===== src/rtl/pcbb_pkg.sv =====
package pcbb_pkg;

    // Input item opcodes.
    localparam logic [1:0] OP_ENTRY_START = 2'd0;
    localparam logic [1:0] OP_KEY_BYTE    = 2'd1;
    localparam logic [1:0] OP_VALUE_BYTE  = 2'd2;
    localparam logic [1:0] OP_TRAILER     = 2'd3;

    // Result error codes.
    localparam logic [1:0] ERR_NONE          = 2'd0;
    localparam logic [1:0] ERR_BLOCK_FULL    = 2'd1;
    localparam logic [1:0] ERR_RESTART_FULL  = 2'd2;
    localparam logic [1:0] ERR_ORDER         = 2'd3;

    // Configuration register indexes.
    localparam int REG_RESTART_INTERVAL = 0;
    localparam logic [15:0] RESTART_INTERVAL_RESET = 16'd16;

    // Default sizes.
    localparam int DEF_MAX_KEY      = 256;
    localparam int DEF_BLOCK_BYTES  = 65536;
    localparam int DEF_MAX_RESTARTS = 1024;

    // Longest burst of results one item can cause.
    localparam int MAX_RESULTS = 8;

    typedef struct packed {
        logic [1:0]  op;
        logic [7:0]  data_byte;
        logic [8:0]  key_length;
        logic [15:0] value_length;
    } in_item_t;

    typedef struct packed {
        logic [7:0] out_byte;
        logic       run_last;
        logic       block_last;
        logic [1:0] error;
    } out_item_t;

    typedef struct packed {
        out_item_t [MAX_RESULTS-1:0] slot;
        logic [3:0]                  count;
    } burst_t;

endpackage


===== src/rtl/pcbb_out_buffer.sv =====
module pcbb_out_buffer (
    input  logic                aclk,
    input  logic                aresetn,
    input  logic                load,
    input  pcbb_pkg::burst_t    burst,
    output logic                can_load,
    output logic                m_valid,
    input  logic                m_ready,
    output pcbb_pkg::out_item_t m_item
);

    pcbb_pkg::out_item_t [pcbb_pkg::MAX_RESULTS-1:0] slots_reg;
    logic [3:0]          left_reg;
    pcbb_pkg::out_item_t out_reg;
    logic                valid_reg;
    logic                move;

    // A result moves to the output register whenever that register is free.
    assign move     = (left_reg != 4'd0) && (!valid_reg || m_ready);
    assign can_load = (left_reg == 4'd0) || ((left_reg == 4'd1) && move);
    assign m_valid  = valid_reg;
    assign m_item   = out_reg;

    // Control: remaining burst count and output valid.
    always_ff @(posedge aclk) begin
        if (!aresetn) begin
            left_reg  <= 4'd0;
            valid_reg <= 1'b0;
        end else begin
            if (load) begin
                left_reg <= burst.count;
            end else if (move) begin
                left_reg <= left_reg - 4'd1;
            end
            if (move) begin
                valid_reg <= 1'b1;
            end else if (m_ready) begin
                valid_reg <= 1'b0;
            end
        end
    end

    // Payload: burst slots shift toward the output register.
    always_ff @(posedge aclk) begin
        if (move) begin
            out_reg <= slots_reg[0];
        end
        if (load) begin
            slots_reg <= burst.slot;
        end else if (move) begin
            for (int i = 0; i < pcbb_pkg::MAX_RESULTS - 1; i++) begin
                slots_reg[i] <= slots_reg[i+1];
            end
        end
    end

endmodule


===== config.mk =====
export PLATFORM = sky130hd
export DESIGN_NAME = pcbb_out_buffer
export DESIGN_NICKNAME = d
export VERILOG_FILES = /design/src/rtl/pcbb_pkg.sv /design/src/rtl/pcbb_out_buffer.sv
export SDC_FILE = /design/constraint.sdc
export NUM_CORES = 1
export LEC_CHECK = 0
export ABC_AREA = 1
export BUFFER_PORTS_ARGS = -buffer_cell sky130_fd_sc_hd__buf_2
export CAP_MARGIN = 20
export CORE_UTILIZATION = 29
export DETAILED_ROUTE_END_ITERATION = 8
export PLACE_DENSITY = 0.47
export SLEW_MARGIN = 20
export SYNTH_ARGS = -nofsm -noshare
export SYNTH_HDL_FRONTEND = slang
export SYNTH_SLANG_ARGS = --single-unit

===== constraint.sdc =====
create_clock -name aclk -period 3.9 [get_ports aclk]
set_input_delay 0.585 -clock aclk [delete_from_list [all_inputs] [get_ports aclk]]
set_output_delay 0.585 -clock aclk [all_outputs]
set_load 0.02 [all_outputs]

# == After elaboration in Yosys (flattened, before gate mapping) ==
# Index checks and enable logic that the tools add are counted.
# op_classes
reduce_logical,9
addsub,1
eq_ne,1
n_mux,6
# ops
cell,count
two-way mux 84 bit,2
two-way mux 4 bit,2
== test 4 x 1 -> 1 bit (second input constant),1
zero test 4 bit,1
nonzero test 2 bit,2
nonzero test 4 bit,1
subtractor 4 x 1 -> 4 bit (second input constant),1
logical AND 1 bit,2
logical OR 1 bit,2
two-way mux 1 bit,2
zero test 1 bit,1
# word_totals
ff_bits,113
input_bits,104
word_cells,55
output_inout_bits,14

# == Logic depth before layout (Yosys ltp) ==
# Gate-level depths: netlist (run 1).
# logic_depth
depth_word,5
mapped_depth,9
mapped_depth_nobuf,9

# == Worst setup path after synthesis (run 1) ==
# Ideal clock, no wire load.
# synth_timing
path_type,flip-flop to flip-flop
startpoint,register left_reg[0]
endpoint,register slots_reg[0] (netlist name) (enable)
required_time_ns,3.515
t_arrival_ns,1.411
path_stages_with_launch,6
path_slack_ns,2.104
setup_ns,0.385
path_cell_list,dfxtp_1 inv_1 ha_1 nand2_2 nand2_2 nand2_4
# synth_via
elab_chain_len,3
# synth_rtl
item,line_no,text
from (decl),pcbb_out_buffer.sv:13,logic [3:0] left_reg;
from (signal assigned),pcbb_out_buffer.sv:31,left_reg <= burst.count;
from (signal assigned),pcbb_out_buffer.sv:33,left_reg <= left_reg - 4'd1;
nonzero test 4 bit,pcbb_out_buffer.sv:19,assign move = (left_reg != 4'd0) && (!valid_reg || m_ready);
logical AND 1 bit,pcbb_out_buffer.sv:19,
nonzero test 2 bit (no line),--,
to (signal assigned),pcbb_out_buffer.sv:49,slots_reg <= burst.slot;
"to (signal, indexed assignment)",pcbb_out_buffer.sv:52,slots_reg[i] <= slots_reg[i+1];
to (decl),pcbb_out_buffer.sv:12,pcbb_pkg::out_item_t [pcbb_pkg::MAX_RESULTS-1:0] slots_reg;
# No other way between the ends.
# A chain may end at the register's enable or synchronous reset.

# == Worst setup path in the final report (run 1) ==
# layout_timing
startpoint,register left_reg[0]
endpoint,register slots_reg[35] (netlist name) (enable)
# The elaborated chain is that of the path after synthesis.

==> run_results.csv, run 1 <==
group,metric,value,unit
floorplanning,die_area,16600,sq um
global_route,grt_pass1_vias,3144,
synth,syn_nets,537,
drt,drtIter0Drc,210,
synth,synth_area,4660,sq um
pwr,p_total,3.52,mW
drt,drtPass1Iterations,4,
final_layout,design_area,5970,sq um
pwr,clkPwrFrac,40.9,%
floorplanning,rows,45,
outcome,status,"completed",
timing,relSlewSlack,43.6,%
floorplanning,die_y,129,um
drt,dr_wl_met3,576,um
synth,synth-seq-cells,113,
worst_setup_path,worst_setup_path_end_kind,"flop",
hold_path,worstHoldStart,"burst[93]",
floorplanning,io_pins,118,
clock_network,cts_root_buf,"clkbuf_16",
synth,synth_area_leader_cell,"edfxtp_1",
final_layout,utilization,38.7,%
drt,wl_per_cell,12.3,um
synth,syn_inst,431,
final_layout,final_cells,775,
final_layout,multi_input_area,1130,sq um
timing,tns,0,ns
placed_design,place_hpwl,6300,um
clock_network,cts_hold_buf,0,
final_layout,fill_cells,1585,
final_layout,antennaDiodeCount,0,
synth,yosys.area.top_type_share,69.5,%
placed_design,post-place-cells,743,
timing,finalCriticalPeriod,2.01,ns
worst_setup_path,startpoint,"left_reg[0]$_SDFFE_PN0P_",
clock_network,cts_tree,"built",
synth,syn_area_per_cell,10.8,sq um
clock_network,cts_max_level,4,
timing,worst_pin_slew,0.846,ns
final_layout,final-seq-area,3340,sq um
clock_network,cts_setup_buffers,0,
floorplanning,start_util,30.2,%
drt,final_antenna_net_count,0,
pwr,leakagePower,2.80,nW
pwr,vdd_drop_max,0.000391,V
final_layout,areaGrowthSynthToFinish,28.0,%
drt,drt-met1-wl,4270,um
worst_setup_path,critPathArrivalTime,2.09,ns
floorplanning,die_w,129,um
drt,route.met2.wl,4580,um
final_layout,nets,657,
pwr,p_seq_share,47.7,%
placed_design,gp_congestion,0.716,
clock_network,cts_resized,0,
placed_design,port_buffers,117,
timing,holdWs,0.356,ns
clock_network,cts.reportedPaths.clkPinSlew,0.05,ns
timing,final_max_slew_viol_count,0,
final_layout,drive_above_1_share,28.0,%
clock_network,numClockSinks,113,
floorplanning,coreArea,15400,sq um
drt,drc_errors,0,
pwr,combPwrFrac,11.4,%
final_layout,largest_reg_flops,96,
worst_setup_path,cp_data_required_time,3.98,ns
drt,wl,9540,um
timing,rsz0062_at_grt,"no",
clock_network,cts_made_buffers,17,
worst_setup_path,start_kind,"flop",
worst_setup_path,r2r-start,"left_reg[0]$_SDFFE_PN0P_",
synth,ys_types,18,
timing,finClkSkew,0.00910,ns
drt,top_layer,"met4",
clock_network,clock_latency,0.40,ns
worst_setup_path,critPathKind,"reg2reg",
timing,fmax,0.499,GHz
placed_design,dp_slack,1.66,ns
global_route,grt_util_all_layers,12.2,%
global_route,overflow,0,
clock_network,clock_path_buffers,2,
drt,vias,3194,
global_route,grt_first_pass_wirelength,14900,um
synth,yosys-top-cells-area,"edfxtp_1, nand2_1, dfxtp_1, buf_6, buf_2",
pwr,pwr_density_cell,589,nW/um^2
worst_setup_path,worstPathMaxFanout,49,
timing,finalCritPeriodShare,51.4,%
placed_design,dpl_cell_area,5410,sq um
pwr,internal_power,2.63,mW
pwr,p_sw,0.885,mW
timing,setup_violations,0,
global_route,antenna_found_initial,0,
timing,fin_ws,1.89,ns
hold_path,hp-class,"in2reg",
drt,avgViaCountPerCell,4.12,
synth,yosysSeqAreaShare,71.7,%
pwr,switching_share,25.1,%
global_route,grt_max_degree,88,
flow_run,max-cap-violations,0,
timing,hold_viol_final,0,
synth,yosys_warnings,0,
[cells in the mapped netlist]
| cell type | count |
|---|---|
| dfxtp_1 | 5 |
| clkbuf_1 | 2 |
| inv_1 | 10 |
| nand2_2 | 2 |
| xnor2_1 | 1 |
| nand3_1 | 5 |
| o21ai_0 | 7 |
| nand2_1 | 261 |
| inv_2 | 1 |
| nor2_1 | 6 |
| buf_6 | 8 |
| nor2_2 | 1 |
| inv_4 | 1 |
| nand2_4 | 1 |
| a21oi_1 | 1 |
| ha_1 | 2 |
| edfxtp_1 | 108 |
| buf_2 | 9 |
[per-layer routing]
metal	track usage (%)	vias up
li1	-	1647
met1	14.6	1437
met2	19.7	103
met3	4.24	7
met4	5.61	0
met5	0	-
[cells in the final DEF (no fill, tap or decap)]
cell type / n
buf_12: 1
nor2_1: 6
clkinvlp_4: 3
inv_6: 2
clkinv_2: 3
clkinv_4: 6
o21ai_0: 7
dfxtp_1: 5
nand3_1: 5
nand2_2: 2
buf_2: 116
nand2_4: 1
nor2_2: 1
ha_1: 2
xnor2_1: 1
buf_4: 3
a21oi_1: 1
inv_2: 1
inv_1: 10
clkbuf_16: 17
bufinv_16: 1
inv_4: 1
edfxtp_1: 108
nand2_1: 261
[kinds of logic (layout without fill, tap and decap cells)]
kind of cell	Yosys count	count (layout)	synth area share, %
AO/OA/AOI/OAI	8	8	0.858
buffers and inverters	31	164	4.08
XOR/XNOR	1	1	0.188
flip-flops	113	113	71.7
AND/OR/NAND/NOR	276	276	22.7
adder cells (fa/ha/maj)	2	2	0.536
[power by group through the flow]
stage	Combinational [mW]	Sequential [mW]	Clock (mW)
after global placement	0.406	1.70	0
after global routing	0.459	1.70	1.54
after detailed placement	0.411	1.70	0
after CTS	0.414	1.68	1.48
after floorplan	0.218	1.74	0
final	0.402	1.68	1.44
[critical path, cell delays in order, from the launching register on]
cell and delay (ns):
dfxtp_1 0.37, inv_1 0.08, ha_1 0.24, nand2_2 0.10, nand2_2 0.10, nand2_4 0.44
buf_12 0.34
[final cells by class]
type	instances	share of cell area, %
flip-flops and latches	113	56.0
inverters	12	0.796
well taps	211	4.42
clock inverters	15	2.30
repair buffers	120	10.4
clock buffers	17	7.12
multi-input cells	287	18.9
[worst paths after layout]
kind | end | slack (ns) | depth (start not counted)
setup / recovery | slots_reg[35]$_DFFE_PP_ | 1.89 | 6
hold / removal | slots_reg[89]$_DFFE_PP_ | 0.36 | 1
setup reg to reg | slots_reg[35]$_DFFE_PP_ | 1.89 | 6
hold reg to reg | m_item[4]$_DFFE_PP_ | 0.42 | 0
Power figures use the tool's default switching activity.
==> run 2: changes to the inputs <==
==> constraint.sdc (replaced) <==
create_clock -name aclk -period 2.05 [get_ports aclk]
set_input_delay 0.3075 -clock aclk [delete_from_list [all_inputs] [get_ports aclk]]
set_output_delay 0.3075 -clock aclk [all_outputs]
set_load 0.02 [all_outputs]
==> run_results.csv, run 2 (same netlist as run 1, synthesis figures left out) <==
group,metric,value,unit
timing,finClkSkew,0.00731,ns
final_layout,nets,659,
drt,avgViaCountPerCell,4.07,
clock_network,clock_latency,0.41,ns
floorplanning,coreArea,15400,sq um
timing,fmax,0.590,GHz
placed_design,port_buffers,117,
pwr,leakagePower,2.82,nW
placed_design,gp_congestion,0.737,
floorplanning,die_area,16600,sq um
clock_network,cts_max_level,4,
placed_design,post-place-cells,745,
drt,drtIter0Drc,169,
drt,drc_errors,0,
placed_design,place_hpwl,6350,um
outcome,status,"completed",
clock_network,cts_setup_buffers,0,
final_layout,largest_reg_flops,96,
timing,relSlewSlack,71.3,%
final_layout,mostFrequentLayoutCells,"nand2_1, buf_2, edfxtp_1",
global_route,antenna_found_initial,0,
timing,rsz0062_at_grt,"no",
floorplanning,die_y,129,um
worst_setup_path,critPathKind,"reg2out",
pwr,pwr_density_cell,1130,nW/um^2
flow_run,max-cap-violations,0,
clock_network,cts_hold_buf,0,
clock_network,cts_made_buffers,17,
worst_setup_path,worstPathMaxFanout,4,
worst_setup_path,start_kind,"flop",
global_route,grt_util_all_layers,12.3,%
drt,final_antenna_net_count,0,
final_layout,utilization,39.0,%
final_layout,antennaDiodeCount,0,
global_route,grt_first_pass_wirelength,15000,um
global_route,overflow,0,
hold_path,hp-class,"in2reg",
final_layout,final-seq-area,3340,sq um
pwr,vdd_drop_max,0.000636,V
worst_setup_path,critPathArrivalTime,1.39,ns
floorplanning,io_pins,118,
timing,worst_pin_slew,0.430,ns
timing,finalCriticalPeriod,1.69,ns
timing,hold_viol_final,0,
clock_network,cts_root_buf,"clkbuf_16",
final_layout,final_cells,777,
floorplanning,start_util,30.2,%
timing,tns,0,ns
clock_network,numClockSinks,113,
global_route,grt_max_degree,103,
final_layout,areaGrowthSynthToFinish,29.1,%
clock_network,cts_tree,"built",
drt,wl,9540,um
drt,wl_per_cell,12.3,um
hold_path,worstHoldStart,"burst[92]",
clock_network,cts_resized,0,
worst_setup_path,cp_data_required_time,1.74,ns
clock_network,cts.reportedPaths.clkPinSlew,0.06,ns
drt,drtPass1Iterations,4,
worst_setup_path,startpoint,"left_reg[0]$_SDFFE_PN0P_",
global_route,grt_pass1_vias,3157,
floorplanning,die_w,129,um
timing,setup_violations,0,
timing,finalCritPeriodShare,82.7,%
timing,final_max_slew_viol_count,0,
clock_network,clock_path_buffers,2,
timing,holdWs,0.0691,ns
floorplanning,rows,45,
final_layout,multi_input_area,1130,sq um
worst_setup_path,r2r-start,"left_reg[0]$_SDFFE_PN0P_",
drt,vias,3166,
pwr,p_total,6.83,mW
final_layout,drive_above_1_share,28.3,%
final_layout,layout_commonest_cell,"nand2_1",
worst_setup_path,worst_setup_path_end_kind,"output port",
final_layout,fill_cells,1561,
run 2: changes by cell type in the layout (fill, tap and decap cells not counted):
cell | previous run | this run
clkinv_2 | 3 | 2
clkinvlp_4 | 3 | 5
buf_12 | 1 | 2
bufinv_16 | 1 | 2
clkinv_4 | 6 | 3
buf_4 | 3 | 4
inv_6 | 2 | 3
run 2: worst max-delay path: stages, from the launching register on:
cell,delay (ns)
dfxtp_1,0.37
inv_1,0.08
ha_1,0.23
nand2_2,0.09
nand2_1,0.05
buf_2,0.15
run 2: final cells by class:
| type | count | share of cell area (%) |
|---|---|---|
| Sequential cell | 113 | 55.5 |
| Multi-Input combinational cell | 287 | 18.8 |
| Timing Repair Buffer | 122 | 10.8 |
| Clock buffer | 17 | 7.06 |
| Tap cell | 211 | 4.38 |
| Clock inverter | 15 | 2.66 |
| Inverter | 12 | 0.790 |
run 2: through the flow:
step	cell area (sq um)	setup WS, ns
2_1_floorplan	4660	0.254
3_3_place_gp	5440	0.453
3_5_place_dp	5440	0.409
4_1_cts	6020	0.334
5_1_grt	6020	0.249
6_report	6020	0.355
run 2: worst paths after layout:
check	end	slack [ns]	depth (start not counted)
max	can_load	0.36	5
min	slots_reg[88]$_DFFE_PP_	0.07	1
max reg2reg	slots_reg[57]$_DFFE_PP_	0.41	6
min reg2reg	m_item[10]$_DFFE_PP_	0.42	0
run 2: power by group:
group | internal, mW | switching [mW]
clock network | 1.79 | 1.07
registers | 3.08 | 0.113
logic | 0.268 | 0.509
run 2: per-layer routing:
layer	up-vias	part of all wire [%]	track usage [%]	routed length [um]
met2	88	46	19.7	4360
met3	14	5.6	4.03	537
met1	1416	47	14.8	4460
li1	1648	-	-	-
met5	-	0	0	0
met4	0	1.9	6.64	180
==> run 3: changes to the inputs <==
--- a/config.mk
+++ b/config.mk
@@ -10,7 +10,7 @@
 export CAP_MARGIN = 20
 export CORE_UTILIZATION = 29
 export DETAILED_ROUTE_END_ITERATION = 8
-export PLACE_DENSITY = 0.47
+export PLACE_DENSITY = 0.49
 export SLEW_MARGIN = 20
 export SYNTH_ARGS = -nofsm -noshare
 export SYNTH_HDL_FRONTEND = slang
==> constraint.sdc (replaced) <==
create_clock -name aclk -period 1.5 [get_ports aclk]
set_input_delay 0.225 -clock aclk [delete_from_list [all_inputs] [get_ports aclk]]
set_output_delay 0.225 -clock aclk [all_outputs]
set_load 0.02 [all_outputs]
==> run_results.csv, run 3 (same netlist as run 1, synthesis figures left out) <==
group,metric,value,unit
drt,drtPass1Iterations,5,
timing,rsz0062_at_grt,"yes",
outcome,status,"completed",
drt,drc_errors,0,
drt,avgViaCountPerCell,4.15,
timing,holdWs,0.0879,ns
pwr,switching_share,24.8,%
timing,fmax,0.676,GHz
final_layout,nets,693,
placed_design,port_buffers,117,
timing,finalCritPeriodShare,98.6,%
clock_network,numClockSinks,113,
worst_setup_path,r2r-end,"slots_reg[21]$_DFFE_PP_",
global_route,grt_max_degree,62,
global_route,antenna_found_initial,0,
drt,final_antenna_net_count,0,
worst_setup_path,start_kind,"flop",
clock_network,cts.reportedPaths.clkPinSlew,0.06,ns
worst_setup_path,r2r-start,"left_reg[0]$_SDFFE_PN0P_",
final_layout,antennaDiodeCount,0,
floorplanning,coreArea,15400,sq um
pwr,internal_power,7.31,mW
floorplanning,die_y,129,um
pwr,p_sw,2.41,mW
clock_network,clock_latency,0.40,ns
placed_design,post-place-cells,751,
global_route,grt_pass1_vias,3269,
final_layout,final-seq-area,3350,sq um
worst_setup_path,crit_end,"slots_reg[21]$_DFFE_PP_",
timing,finalCriticalPeriod,1.48,ns
pwr,p_seq_share,44.8,%
pwr,p_total,9.73,mW
global_route,grt_first_pass_wirelength,15700,um
worst_setup_path,critPathArrivalTime,1.60,ns
final_layout,layout_commonest_cell,"nand2_1",
final_layout,final_cells,811,
worst_setup_path,startpoint,"left_reg[0]$_SDFFE_PN0P_",
worst_setup_path,worst_setup_path_end_kind,"flop",
floorplanning,io_pins,118,
drt,wl,10100,um
worst_setup_path,cp_data_required_time,1.62,ns
floorplanning,rows,45,
pwr,clkPwrFrac,40.3,%
pwr,pwr_density_cell,1500,nW/um^2
clock_network,cts_max_level,4,
pwr,combPwrFrac,14.8,%
final_layout,drive_above_1_share,31.7,%
clock_network,cts_tree,"built",
flow_run,max-cap-violations,0,
drt,vias,3369,
worst_setup_path,critPathKind,"reg2reg",
pwr,vdd_drop_max,0.000898,V
final_layout,fill_cells,1521,
floorplanning,start_util,30.2,%
timing,final_max_slew_viol_count,0,
drt,drtIter0Drc,182,
global_route,grt_util_all_layers,12.6,%
worst_setup_path,worstPathMaxFanout,8,
worst_setup_path,cpPeakStageDelay,0.38,ns
worst_setup_path,r2r_cells,8,
drt,wl_per_cell,12.4,um
clock_network,clock_path_buffers,2,
worst_setup_path,rrSetupSlack,0.02,ns
timing,relSlewSlack,59.7,%
hold_path,hp-class,"in2reg",
final_layout,multi_input_area,1190,sq um
floorplanning,die_w,129,um
worst_setup_path,crit_chain,"inv_4 > ha_4 > nand2_4 > buf_6 > nand2_8 > nand2_8 > buf_6 > clkbuf_16",
final_layout,largest_reg_flops,96,
timing,setup_violations,0,
clock_network,cts_made_buffers,17,
timing,hold_viol_final,0,
final_layout,mostFrequentLayoutCells,"nand2_1, buf_2, edfxtp_1",
timing,worst_pin_slew,0.605,ns
global_route,overflow,0,
final_layout,areaGrowthSynthToFinish,39.5,%
timing,finClkSkew,0.0132,ns
placed_design,place_hpwl,6770,um
worst_setup_path,slowest_stage,"dfxtp_4",
placed_design,gp_congestion,0.722,
floorplanning,die_area,16600,sq um
pwr,leakagePower,3.05,nW
clock_network,cts_root_buf,"clkbuf_16",
## run 3: cell count changes in the layout (fill, tap and decap cells not counted), sizes merged
| cell | previous run | this run |
|---|---|---|
| buf | 122 | 142 |
| dlygate4sd3 | 0 | 12 |
| clkinv | 5 | 9 |
| clkinvlp | 5 | 1 |
| clkbuf | 17 | 19 |
## run 3: how the worst min path moves through the flow
stage / end / cells past startpoint / start / slack [ns]
finish: slots_reg[23]$_DFFE_PP_ / 3 / burst[27] / 0.09
global route: slots_reg[23]$_DFFE_PP_ / 3 / burst[27] / 0.09
global placement: slots_reg[91]$_DFFE_PP_ / 1 / burst[95] / 0.40
detailed placement: slots_reg[90]$_DFFE_PP_ / 1 / burst[94] / 0.40
floorplan: slots_reg[84]$_DFFE_PP_ / 0 / burst[88] / 0.32
CTS: slots_reg[23]$_DFFE_PP_ / 3 / burst[27] / 0.07
## run 3: routing by layer
metal	vias up	track usage [%]	part of all wire [%]	wire, um
li1	1722	-	-	-
met1	1528	15.7	44	4430
met2	114	20.2	48	4800
met3	5	4.62	7.6	766
met4	0	4.57	0.74	75
met5	-	0	0	0
## run 3: power groups by stage
| stage | Sequential [mW] | Combinational, mW | Clock (mW) |
|---|---|---|---|
| finish | 4.36 | 1.44 | 3.92 |
| global route | 4.42 | 1.62 | 4.15 |
| CTS | 4.36 | 1.27 | 4.01 |
| detailed placement | 4.42 | 1.20 | 0 |
| global placement | 4.40 | 1.18 | 0 |
| floorplan | 4.51 | 0.583 | 0 |
## run 3: repair_timing
action,4_1_cts,5_1_grt
gates resized for setup,6,16
hold buffers,12,0
endpoints found under the setup margin,1,81
cloned,0,3
setup buffers,2,11
pin swaps,1,2
endpoints found under the hold margin,12,0
## run 3: worst max-delay path, delay by kind of cell, from the launching register on
family,cells,cell delay [ns]
buffers and inverters,4,0.42
AND/OR/NAND/NOR,3,0.24
flip-flops,1,0.38
adder cells (fa/ha/maj),1,0.16
## run 3: cell type report
class,instances,area share [%]
clock buffers,17,6.54
well taps,211,4.06
flip-flops and latches,113,51.5
inverters,12,0.769
repair buffers,156,16.3
clock inverters,15,2.48
multi-input cells,287,18.3
## run 3: metrics by stage
| step | TNS (ns) | worst slack (ns) | cell area (sq um) | utilization (%) |
|---|---|---|---|---|
| 2_1_floorplan | 0 | 0.0179 | 4680 | - |
| 3_3_place_gp | 0 | 0.0982 | 5550 | 36.0 |
| 3_5_place_dp | 0 | 0.0689 | 5550 | 36.0 |
| 4_1_cts | 0 | 0.00485 | 6290 | 40.8 |
| 5_1_grt | -0.206 | -0.0283 | 6500 | 42.2 |
| 6_report | 0 | 0.0206 | 6500 | 42.2 |
